<file path="src/ps2hl_pkg.sv">
package ps2hl_pkg;

  // Command codes carried in the low bits of the input beat
  typedef enum logic [2:0] {
    CMD_EDGE    = 3'd0,
    CMD_SEND    = 3'd1,
    CMD_RELEASE = 3'd2,
    CMD_POP     = 3'd3,
    CMD_CLEAR   = 3'd4,
    CMD_ABORT   = 3'd5
  } cmd_t;

  localparam int unsigned BYTE_W         = 8;
  localparam int unsigned TX_CNT_W       = 4;
  localparam int unsigned RX_CNT_W       = 4;
  localparam int unsigned IN_TDATA_W     = 16;
  localparam int unsigned OUT_TDATA_W    = 16;

  // Send frame: 8 data bits, parity, stop
  localparam logic [TX_CNT_W-1:0] TX_FRAME_BITS  = 4'd10;
  localparam logic [TX_CNT_W-1:0] TX_PARITY_SLOT = 4'd1;
  localparam logic [TX_CNT_W-1:0] TX_STOP_SLOT   = 4'd0;
  // Receive frame: start, 8 data, parity, stop
  localparam logic [RX_CNT_W-1:0] RX_FIRST_DATA  = 4'd1;
  localparam logic [RX_CNT_W-1:0] RX_LAST_DATA   = 4'd8;
  localparam logic [RX_CNT_W-1:0] RX_FRAME_EDGES = 4'd11;

  // Link status carried with each result
  typedef struct packed {
    logic data_level;
    logic drive_data;
    logic send_busy;
    logic ack_pending;
    logic rx_valid;
    logic rx_pending;
    logic overflow;
  } status_t;

endpackage

</file>
<file path="src/ps2hl_ram.sv">
module ps2hl_ram #(
  parameter int unsigned WIDTH = 8,
  parameter int unsigned DEPTH = 32
) (
  input  logic                     clk,
  input  logic                     we,
  input  logic [$clog2(DEPTH)-1:0] waddr,
  input  logic [WIDTH-1:0]         wdata,
  input  logic                     re,
  input  logic [$clog2(DEPTH)-1:0] raddr,
  output logic [WIDTH-1:0]         rdata
);

  logic [WIDTH-1:0] mem [DEPTH];
  logic [WIDTH-1:0] rdata_r;

  // Write port
  always_ff @(posedge clk) begin
    if (we) begin
      mem[waddr] <= wdata;
    end
  end

  // Registered read, held while re is low
  always_ff @(posedge clk) begin
    if (re) begin
      rdata_r <= mem[raddr];
    end
  end

  assign rdata = rdata_r;

endmodule

</file>
<file path="src/ps2_host_link_with_rx_fifo.sv">
// PS/2 host link with receive FIFO held in a one-port-read, one-port-write RAM.
// A result beat passes through the registered FIFO read, alongside the status register,
// and then through the output register.
// Throughput: one beat per cycle while out_tready does not hold the output; each accepted event updates the link state.
// Reset (rst_n low, synchronous) clears link state, pointers and the pipeline;
// the FIFO storage is not cleared, since only written entries are ever popped.
module ps2_host_link_with_rx_fifo
  import ps2hl_pkg::*;
#(
  parameter int unsigned FIFO_DEPTH = 32
) (
  input  logic                   clk,
  input  logic                   rst_n,
  input  logic                   in_tvalid,
  output logic                   in_tready,
  // [2:0] cmd, [3] data_line, [11:4] tx_byte, [15:12] zero
  input  logic [IN_TDATA_W-1:0]  in_tdata,
  output logic                   out_tvalid,
  input  logic                   out_tready,
  // [0] data_level, [1] drive_data, [2] send_busy, [3] ack_pending,
  // [11:4] rx_byte, [12] rx_valid, [13] rx_pending, [14] overflow, [15] zero
  output logic [OUT_TDATA_W-1:0] out_tdata
);

  localparam int unsigned PTR_W = (FIFO_DEPTH > 1) ? $clog2(FIFO_DEPTH) : 1;
  localparam int unsigned CNT_W = $clog2(FIFO_DEPTH + 1);
  localparam logic [PTR_W-1:0] PTR_LAST = PTR_W'(FIFO_DEPTH - 1);
  localparam logic [CNT_W-1:0] CNT_FULL = CNT_W'(FIFO_DEPTH);

  // Input beat fields
  cmd_t              cmd;
  logic              din;
  logic [BYTE_W-1:0] tx_byte;

  assign cmd     = cmd_t'(in_tdata[2:0]);
  assign din     = in_tdata[3];
  assign tx_byte = in_tdata[11:4];

  // Link state
  logic [BYTE_W-1:0]   tx_shift_r, tx_shift_nxt;
  logic [TX_CNT_W-1:0] tx_bits_left_r, tx_bits_left_nxt;
  logic                tx_ones_odd_r, tx_ones_odd_nxt;
  logic                awaiting_ack_r, awaiting_ack_nxt;
  logic                line_level_r, line_level_nxt;
  logic                line_driven_r, line_driven_nxt;
  logic [BYTE_W-1:0]   rx_shift_r, rx_shift_nxt;
  logic [RX_CNT_W-1:0] rx_edge_count_r, rx_edge_count_nxt;
  logic [PTR_W-1:0]    read_ptr_r, read_ptr_nxt;
  logic [PTR_W-1:0]    write_ptr_r, write_ptr_nxt;
  logic [CNT_W-1:0]    fill_count_r, fill_count_nxt;

  // Pipeline
  logic              s1_valid_r;
  status_t           s1_stat_r;
  status_t           stat_nxt;
  logic              out_valid_r;
  logic [OUT_TDATA_W-1:0] out_data_r;
  logic              s1_advance;
  logic              accept;

  // FIFO access
  logic              push_en;
  logic              pop_en;
  logic [BYTE_W-1:0] push_byte;
  logic [BYTE_W-1:0] ram_rdata;
  logic              ovf;

  logic [TX_CNT_W-1:0] tx_cnt_dec;
  logic [RX_CNT_W-1:0] rx_cnt_inc;
  logic [BYTE_W-1:0]   rx_shift_in;

  assign s1_advance = s1_valid_r && (!out_valid_r || out_tready);
  assign in_tready  = !s1_valid_r || s1_advance;
  assign accept     = in_tvalid && in_tready;

  assign tx_cnt_dec  = tx_bits_left_r - TX_CNT_W'(1);
  assign rx_cnt_inc  = rx_edge_count_r + RX_CNT_W'(1);
  assign rx_shift_in = ((rx_edge_count_r >= RX_FIRST_DATA) && (rx_edge_count_r <= RX_LAST_DATA))
                       ? {din, rx_shift_r[BYTE_W-1:1]} : rx_shift_r;

  // Event decode and link state update
  always_comb begin
    tx_shift_nxt      = tx_shift_r;
    tx_bits_left_nxt  = tx_bits_left_r;
    tx_ones_odd_nxt   = tx_ones_odd_r;
    awaiting_ack_nxt  = awaiting_ack_r;
    line_level_nxt    = line_level_r;
    line_driven_nxt   = line_driven_r;
    rx_shift_nxt      = rx_shift_r;
    rx_edge_count_nxt = rx_edge_count_r;
    read_ptr_nxt      = read_ptr_r;
    write_ptr_nxt     = write_ptr_r;
    fill_count_nxt    = fill_count_r;
    push_en           = 1'b0;
    push_byte         = rx_shift_in;
    pop_en            = 1'b0;
    ovf               = 1'b0;

    unique case (cmd)
      CMD_EDGE: begin
        priority if (awaiting_ack_r) begin
          if (!din) begin
            awaiting_ack_nxt = 1'b0;
          end
        end else if (tx_bits_left_r != '0) begin
          // Drive the next bit of the send frame
          tx_bits_left_nxt = tx_cnt_dec;
          priority if (tx_cnt_dec == TX_PARITY_SLOT) begin
            line_level_nxt = !tx_ones_odd_r;
          end else if (tx_cnt_dec == TX_STOP_SLOT) begin
            line_level_nxt = 1'b1;
          end else begin
            line_level_nxt  = tx_shift_r[0];
            tx_ones_odd_nxt = tx_ones_odd_r ^ tx_shift_r[0];
            tx_shift_nxt    = {1'b0, tx_shift_r[BYTE_W-1:1]};
          end
        end else begin
          // Deframe a received bit
          rx_shift_nxt      = rx_shift_in;
          rx_edge_count_nxt = rx_cnt_inc;
          if (rx_cnt_inc >= RX_FRAME_EDGES) begin
            rx_edge_count_nxt = '0;
            rx_shift_nxt      = '0;
            if (fill_count_r >= CNT_FULL) begin
              ovf = 1'b1;
            end else begin
              push_en        = 1'b1;
              write_ptr_nxt  = (write_ptr_r == PTR_LAST) ? '0 : write_ptr_r + PTR_W'(1);
              fill_count_nxt = fill_count_r + CNT_W'(1);
            end
          end
        end
      end
      CMD_SEND: begin
        tx_shift_nxt     = tx_byte;
        tx_bits_left_nxt = TX_FRAME_BITS;
        tx_ones_odd_nxt  = 1'b0;
        awaiting_ack_nxt = 1'b0;
        line_level_nxt   = 1'b0;
        line_driven_nxt  = 1'b1;
      end
      CMD_RELEASE: begin
        if (tx_bits_left_r == '0) begin
          line_driven_nxt  = 1'b0;
          awaiting_ack_nxt = 1'b1;
        end
      end
      CMD_POP: begin
        if (fill_count_r != '0) begin
          pop_en         = 1'b1;
          read_ptr_nxt   = (read_ptr_r == PTR_LAST) ? '0 : read_ptr_r + PTR_W'(1);
          fill_count_nxt = fill_count_r - CNT_W'(1);
        end
      end
      CMD_CLEAR: begin
        read_ptr_nxt   = write_ptr_r;
        fill_count_nxt = '0;
      end
      CMD_ABORT: begin
        tx_bits_left_nxt = '0;
        awaiting_ack_nxt = 1'b0;
        line_driven_nxt  = 1'b0;
      end
      default: begin
      end
    endcase

    stat_nxt.data_level  = line_level_nxt;
    stat_nxt.drive_data  = line_driven_nxt;
    stat_nxt.send_busy   = (tx_bits_left_nxt != '0);
    stat_nxt.ack_pending = awaiting_ack_nxt;
    stat_nxt.rx_valid    = pop_en;
    stat_nxt.rx_pending  = (fill_count_nxt != '0);
    stat_nxt.overflow    = ovf;
  end

  // Receive FIFO storage; a byte is always written before the pop that reads it
  ps2hl_ram #(
    .WIDTH (BYTE_W),
    .DEPTH (FIFO_DEPTH)
  ) u_rx_ram (
    .clk   (clk),
    .we    (accept && push_en),
    .waddr (write_ptr_r),
    .wdata (push_byte),
    .re    (accept && pop_en),
    .raddr (read_ptr_r),
    .rdata (ram_rdata)
  );

  // Hold link state, advance on accepted beats
  always_ff @(posedge clk) begin
    if (!rst_n) begin
      tx_shift_r      <= '0;
      tx_bits_left_r  <= '0;
      tx_ones_odd_r   <= 1'b0;
      awaiting_ack_r  <= 1'b0;
      line_level_r    <= 1'b1;
      line_driven_r   <= 1'b0;
      rx_shift_r      <= '0;
      rx_edge_count_r <= '0;
      read_ptr_r      <= '0;
      write_ptr_r     <= '0;
      fill_count_r    <= '0;
    end else if (accept) begin
      tx_shift_r      <= tx_shift_nxt;
      tx_bits_left_r  <= tx_bits_left_nxt;
      tx_ones_odd_r   <= tx_ones_odd_nxt;
      awaiting_ack_r  <= awaiting_ack_nxt;
      line_level_r    <= line_level_nxt;
      line_driven_r   <= line_driven_nxt;
      rx_shift_r      <= rx_shift_nxt;
      rx_edge_count_r <= rx_edge_count_nxt;
      read_ptr_r      <= read_ptr_nxt;
      write_ptr_r     <= write_ptr_nxt;
      fill_count_r    <= fill_count_nxt;
    end
  end

  // Read stage: wait for the registered FIFO read
  always_ff @(posedge clk) begin
    if (!rst_n) begin
      s1_valid_r <= 1'b0;
    end else if (in_tready) begin
      s1_valid_r <= in_tvalid;
    end
  end

  always_ff @(posedge clk) begin
    if (accept) begin
      s1_stat_r <= stat_nxt;
    end
  end

  // Output register
  always_ff @(posedge clk) begin
    if (!rst_n) begin
      out_valid_r <= 1'b0;
    end else if (s1_advance) begin
      out_valid_r <= 1'b1;
    end else if (out_tready) begin
      out_valid_r <= 1'b0;
    end
  end

  always_ff @(posedge clk) begin
    if (s1_advance) begin
      out_data_r <= {1'b0,
                     s1_stat_r.overflow,
                     s1_stat_r.rx_pending,
                     s1_stat_r.rx_valid,
                     s1_stat_r.rx_valid ? ram_rdata : {BYTE_W{1'b0}},
                     s1_stat_r.ack_pending,
                     s1_stat_r.send_busy,
                     s1_stat_r.drive_data,
                     s1_stat_r.data_level};
    end
  end

  assign out_tvalid = out_valid_r;
  assign out_tdata  = out_data_r;

endmodule

</file>
<file path="config.mk">
export PLATFORM = sky130hd
export DESIGN_NAME = ps2_host_link_with_rx_fifo
export DESIGN_NICKNAME = d
export VERILOG_FILES = /design/src/ps2hl_pkg.sv /design/src/ps2hl_ram.sv /design/src/ps2_host_link_with_rx_fifo.sv
export SDC_FILE = /design/constraint.sdc
export NUM_CORES = 1
export LEC_CHECK = 0
export BUFFER_PORTS_ARGS = -buffer_cell sky130_fd_sc_hd__buf_2
export CORE_AREA = 4 4 197 199
export CTS_BUF_LIST = sky130_fd_sc_hd__clkbuf_4 sky130_fd_sc_hd__clkbuf_8
export DETAILED_ROUTE_END_ITERATION = 8
export DIE_AREA = 0 0 201 203
export HOLD_SLACK_MARGIN = 0.06
export PLACE_DENSITY_LB_ADDON = 0.1
export REMOVE_ABC_BUFFERS = 1
export SLEW_MARGIN = 30
export SYNTH_ARGS = -nofsm -noshare
export SYNTH_HDL_FRONTEND = slang
export SYNTH_SLANG_ARGS = --single-unit
</file>
<file path="constraint.sdc">
create_clock -name clk -period 3.5 [get_ports clk]
set_clock_uncertainty 0.2 [all_clocks]
set_input_delay 0.525 -clock clk [delete_from_list [all_inputs] [get_ports clk]]
set_output_delay 0.525 -clock clk [all_outputs]
set_load 0.1 [all_outputs]
</file>
# Yosys cells after proc, flatten, opt, wreduce, memory -nomap -nowiden
# Memories as Yosys holds them, arrays and structs flattened. A register that Yosys moved wholly into a read port is not among the register bits.
# Index checks and enable logic that the tools add are counted.
# totals
register_bits,68
ramBits,256
inputBits,20
out_inout_bits,18
memories,1
# classes
n_addsub,6
magnitude_cmp,4
eq_ne,13
mux,49
n_bitwise,6
reduce_logical,26
# mem_list
name,depth,width,rd,rd_ports_with_merged_regs,write_ports,line,source
u_rx_ram.mem,32,8,1,1,1,ps2hl_ram.sv:14,logic [WIDTH-1:0] mem [DEPTH];
# op_table
cell,n
2-to-1 mux 8 bit,6
2-to-1 mux 6 bit,5
2-to-1 mux 1 bit,24
one-hot mux 6 bit (3 select lines),1
one-hot mux 8 bit (2 select lines),1
2-to-1 mux 5 bit,3
2-to-1 mux 4 bit,3
one-hot mux 4 bit (3 select lines),1
AND reduction 6 bit,2
nonzero test 6 bit,2
"adder 5 x 1 -> 5 bit, second input constant",2
"== test 5 bit, second input constant",2
"!= test 2 bit, second input constant",5
one-hot mux 5 bit (2 select lines),1
logical NOT 4 bit,2
nonzero test 4 bit,2
"adder 6 x 1 -> 6 bit, second input constant",1
"== test 3 x 2 -> 1 bit, second input constant",2
"== test 3 bit, second input constant",2
">= comparator 6 bit, second input constant",1
one-hot mux 1 bit (3 select lines),2
nonzero test 2 bit,3
"subtractor 6 x 1 -> 6 bit, second input constant",1
logical AND 1 bit,5
17 further kinds,25

# Depth between registers and ports, before layout
# logic_depth
word_depth,9
depth_mapped,10
mapped_depth_nobuf,8

# By module
# Synthesis repeated with hierarchy kept, for this count alone.
# unflattened
cells_unflattened,831
area_unflattened_um2,13837.0
# by_module_without_submodules
mod,instances,cells_per_inst,area_per_inst_um2
ps2hl_ram,1,417,10133.5
ps2_host_link_with_rx_fifo,1,414,3703.6

# Worst setup path before layout
# OpenSTA, ideal clock, no wires.
# synth_timing
kind,register to register
start,"register out_valid_r, in the netlist out_tvalid"
end,register rx_shift_r[3]
setup_ns,0.065
arrival_ns,3.499
required_time_ns,3.235
path_slack_ns,-0.264
stages_incl_launch_ff,8
period_less_slack_ns,3.764
path_cell_list,dfxtp_1 nand3b_1 nand2_1 inv_1 nand2_1 clkbuf_1 mux2_1 nor2_1
# synth_via
elab_chain_len,6
# synth_rtl
element,line,source
"start, declared",ps2_host_link_with_rx_fifo.sv:56,logic out_valid_r;
"start signal, assigned",ps2_host_link_with_rx_fifo.sv:238,out_valid_r <= 1'b0;
"start signal, assigned",ps2_host_link_with_rx_fifo.sv:240,out_valid_r <= 1'b1;
"start signal, assigned",ps2_host_link_with_rx_fifo.sv:242,out_valid_r <= 1'b0;
logical NOT 1 bit,ps2_host_link_with_rx_fifo.sv:72,assign s1_advance = s1_valid_r && (!out_valid_r || out_tready);
logical OR 1 bit,ps2_host_link_with_rx_fifo.sv:72,
logical AND 1 bit,ps2_host_link_with_rx_fifo.sv:72,
logical OR 1 bit,ps2_host_link_with_rx_fifo.sv:73,assign in_tready = !s1_valid_r || s1_advance;
named net in_tready,ps2_host_link_with_rx_fifo.sv:15,"output logic in_tready,"
logical AND 1 bit,ps2_host_link_with_rx_fifo.sv:74,assign accept = in_tvalid && in_tready;
AND reduction 4 bit (no line),-,
"end signal, assigned",ps2_host_link_with_rx_fifo.sv:212,rx_shift_r <= rx_shift_nxt;
"end, declared",ps2_host_link_with_rx_fifo.sv:46,"logic [BYTE_W-1:0] rx_shift_r, rx_shift_nxt;"
# The timed path passes the listed nets, and every way through them passes these cells.
# A chain may end at the register's enable or synchronous reset.

# Worst setup path in the final report
# layout_timing
start,input out_tready
end,register tx_shift_r[7]
# layout_via
elab_chain_len,5
# layout_rtl
element,line,source
"start, declared",ps2_host_link_with_rx_fifo.sv:19,"input logic out_tready,"
logical OR 1 bit,ps2_host_link_with_rx_fifo.sv:72,
logical AND 1 bit,ps2_host_link_with_rx_fifo.sv:72,
logical OR 1 bit,ps2_host_link_with_rx_fifo.sv:73,
logical AND 1 bit,ps2_host_link_with_rx_fifo.sv:74,
AND reduction 6 bit (no line),-,
"end signal, assigned",ps2_host_link_with_rx_fifo.sv:206,tx_shift_r <= tx_shift_nxt;
"end, declared",ps2_host_link_with_rx_fifo.sv:40,"logic [BYTE_W-1:0] tx_shift_r, tx_shift_nxt;"
# No other way between the ends.

==> impl_results.md <==
* Core box area at 37,200 µm²
* Die height at 203 µm
* HPWL after detailed placement at 20,000 µm
* Clock share of power at 0.413
* Reg2Reg Setup Slack at 0.37 ns
* CP Cell Sequence: dlygate4sd3_1, buf_2, nand3b_1, nand2_1, clkinvlp_4, buf_4, nand4_1, dlygate4sd3_1, o21ai_1, dlygate4sd3_1
* Storage cell area at 9510 µm²
* Cell Area, Placed at 15,000 µm²
* Gpl congestion at 0.795
* Type of the tightest min-delay check: in -> reg
* Number of global-route vias before repair at 8,137
* Sinks on the clock net at 332
* Fin. Hold Viols at 0
* Layout cell share with drive strength beyond 1 at 0.294
* Most used flip-flop cell after synthesis: edfxtp_1
* CTS H-tree lvls at 2
* Yosys warning count at 0
* Antenna cell count at 0
* Int Power at 6.34 mW
* CP max FO at 18
* DRT antenna net count at 0
* Async set-or-reset flop fraction in the synthesized netlist at 0
* Crit share post-route at 0.961
* Seq pwr share at 0.525
* Final Setup Violations at 0
* Leak at 5.38 nW
* First-pass GRT wire length at 49,100 µm
* WL final at 31,700 µm
* Slew margin rel. at 0.400
* CP Data Arrival Time at 3.65 ns
* Die ar. at 40,800 µm²
* Sw Ratio at 0.233
* Setup CP Type: in -> reg
* I/O Buffers at 32
* Largest net degree at the start of global routing at 68
* Initial antenna violation count at 0
* Slew of the pin with the lowest slew margin at 0.899 ns
* Final worst path period need at 3.36 ns
* F_max at 297 MHz
* Gate power share at 0.062
* Gr ovfl total at 0
* Cells after Synth at 856
* Clock Path Buffers at 3
* Wire per inst at 21.2 µm
* CP startpoint kind: input pin
* Final worst slack at 0.135 ns
* CP max-delay cell: dlygate4sd3_1
* Number of enable flip-flop cells after synthesis at 286
* Setup_tns at 0 ns
* Row count at 71
* Power per cell area at 509 nW/µm²
* Worst-skew pair later-pin latency at 0.62 ns
* Yosys reg bits at 332
* Unrepaired setup endpoints after global routing: no
* Drt via density at 5.25
* CP max stage delay at 0.55 ns
* Design Power at 8.26 mW
* Mean post-synth cell area at 16.2 µm²
* Vias at 7,848
* CTS tree: built
* Final core occ at 0.436
* Status: finished clean
* Post-route cell area at 16,200 µm²
* CP required at 3.79 ns
* Filler cells at 3,273
* Max VDD drop at 0.234 mV
* NumNets Final at 1,009
* DR pass1 iterations at 5
* Synth unique cells at 67
* Area grow syn2layout at 16.9%
* NetSw at 1.93 mW
* Total track usage at 0.156
* Die X-Extent at 201 µm
* Clk root buf: clkbuf_8
* Initial DRC count at 500
* Nature of the critical path endpoint: flip-flop
* DRC viols at 0
* CTS buffer count at 55
* Multi-input gate area at 4100 µm²
* Most used cell, CP: dlygate4sd3_1
* Final Slew Violations at 0
* Clock Pin Slew Worst Setup and Hold Paths at 0.05 ns
* I/O pin total at 38
* Synthesized area at 13,900 µm²
* MaxCap Viol Count at 0
* Pre-CTS WS at 0.406 ns
* Starting density of the core at 0.373
* Post-synthesis sequential area ratio at 0.685
[power by group through the flow]
stage	Combinational [mW]	Clock (mW)	Sequential, mW
finish	0.513	3.41	4.34
global route	0.555	3.72	4.34
CTS	0.516	3.54	4.34
detailed placement	0.506	0	4.42
global placement	0.501	0	4.42
floorplan	0.269	0	4.50
[critical path: cells and delay by family]
| kind | cells | cell delay [ns] |
|---|---|---|
| buf+inv | 6 | 2.36 |
| simple gates | 3 | 0.69 |
| compound gates | 1 | 0.06 |
[cells by family (layout without fill, tap and decap cells)]
logic type	count (synthesis)	count (layout)	share of synthesized area
AO/OA/AOI/OAI	96	96	0.0455
XOR/XNOR	2	2	0.00126
adder cells (fa/ha/maj)	16	16	0.0144
buffers and inverters	73	237	0.0209
flip-flops	332	332	0.685
multiplexers	107	107	0.151
other	1	1	0.000270
AND/OR/NAND/NOR	229	229	0.0812
[repair_timing]
| action | in CTS | in global routing |
|---|---|---|
| buffers inserted | 0 | 3 |
| hold buffers | 11 | 0 |
| resized for setup | 0 | 1 |
| endpoints found under the setup margin | 0 | 1 |
| hold endpoints to repair | 10 | 0 |
[worst paths after layout]
kind                                      to  cells past startpoint                      startpoint
setup / recovery  tx_shift_r[7]$_SDFFE_PN0P_                     10                      out_tready
hold / removal    tx_shift_r[3]$_SDFFE_PN0P_                      3                     in_tdata[7]
setup reg to reg  tx_shift_r[7]$_SDFFE_PN0P_                      9  tx_bits_left_r[0]$_SDFFE_PN0P_
hold reg to reg       out_tdata[0]$_DFFE_PP_                      0          s1_stat_r[6]$_DFFE_PP_
[placed cells by master, fill, tap and decap left out, types with 19 or more instances in the layout]
master and n:
a21oi_1 25, clkbuf_8 57, nor2_1 90, edfxtp_1 286
buf_2 32, mux4_2 80, inv_1 25, o21ai_0 22
clkinv_2 19, nand2_1 43, buf_4 60, dfxtp_1 44
[synthesized netlist by cell type (5+ instances only)]
cell / number / area, µm²
edfxtp_1: 286 / 8590
nor2_1: 90 / 338
mux4_2: 80 / 1800
dfxtp_1: 46 / 921
nand2_1: 43 / 161
clkbuf_1: 30 / 113
inv_1: 26 / 97.6
a21oi_1: 25 / 125
o21ai_0: 22 / 110
ha_1: 16 / 200
nor3_1: 16 / 80.1
nand3_1: 14 / 70.1
mux2_2: 13 / 146
and2_1: 12 / 75.1
mux2i_1: 9 / 90.1
a211oi_1: 8 / 60.1
buf_1: 8 / 30.0
nand3b_1: 8 / 60.1
nand4_1: 8 / 50.1
buf_2: 7 / 35.0
and3_1: 5 / 31.3
or3_1: 5 / 31.3
[sequential cells by signal, summed over array words and instances, names as in the netlist, 4 cells and up]
register and cells:
u_rx_ram.mem 256, out_tdata 15, rx_shift_r 8, tx_shift_r 8, u_rx_ram.rdata 8, s1_stat_r 7, fill_count_r 6, read_ptr_r 5
write_ptr_r 5, rx_edge_count_r 4, tx_bits_left_r 4
[area by class of cell]
| type | instances | share of cell area |
|---|---|---|
| Clock buffer | 64 | 0.0516 |
| Clock inverter | 40 | 0.0167 |
| Inverter | 26 | 0.00625 |
| Multi-Input combinational cell | 451 | 0.253 |
| Sequential cell | 332 | 0.587 |
| Tap cell | 474 | 0.0366 |
| Timing Repair Buffer | 107 | 0.0494 |
[metal layers]
| metal | GRT usage | vias up | part of all wire |
|---|---|---|---|
| met1 | 0.215 | 3987 | 0.45 |
| met5 | 0 | - | 0 |
| met4 | 0.0477 | 0 | 0.021 |
| li1 | - | 3601 | - |
| met3 | 0.0329 | 46 | 0.053 |
| met2 | 0.251 | 214 | 0.48 |
[metrics by stage]
step	std cells	hold slack, ns
floorplan	809	0.200
global placement	1376	0.203
detailed placement	1376	0.206
CTS	1491	0.0665
global route	1494	0.112
finish	1494	0.129
No activity file was read; power rests on OpenSTA's default activity.
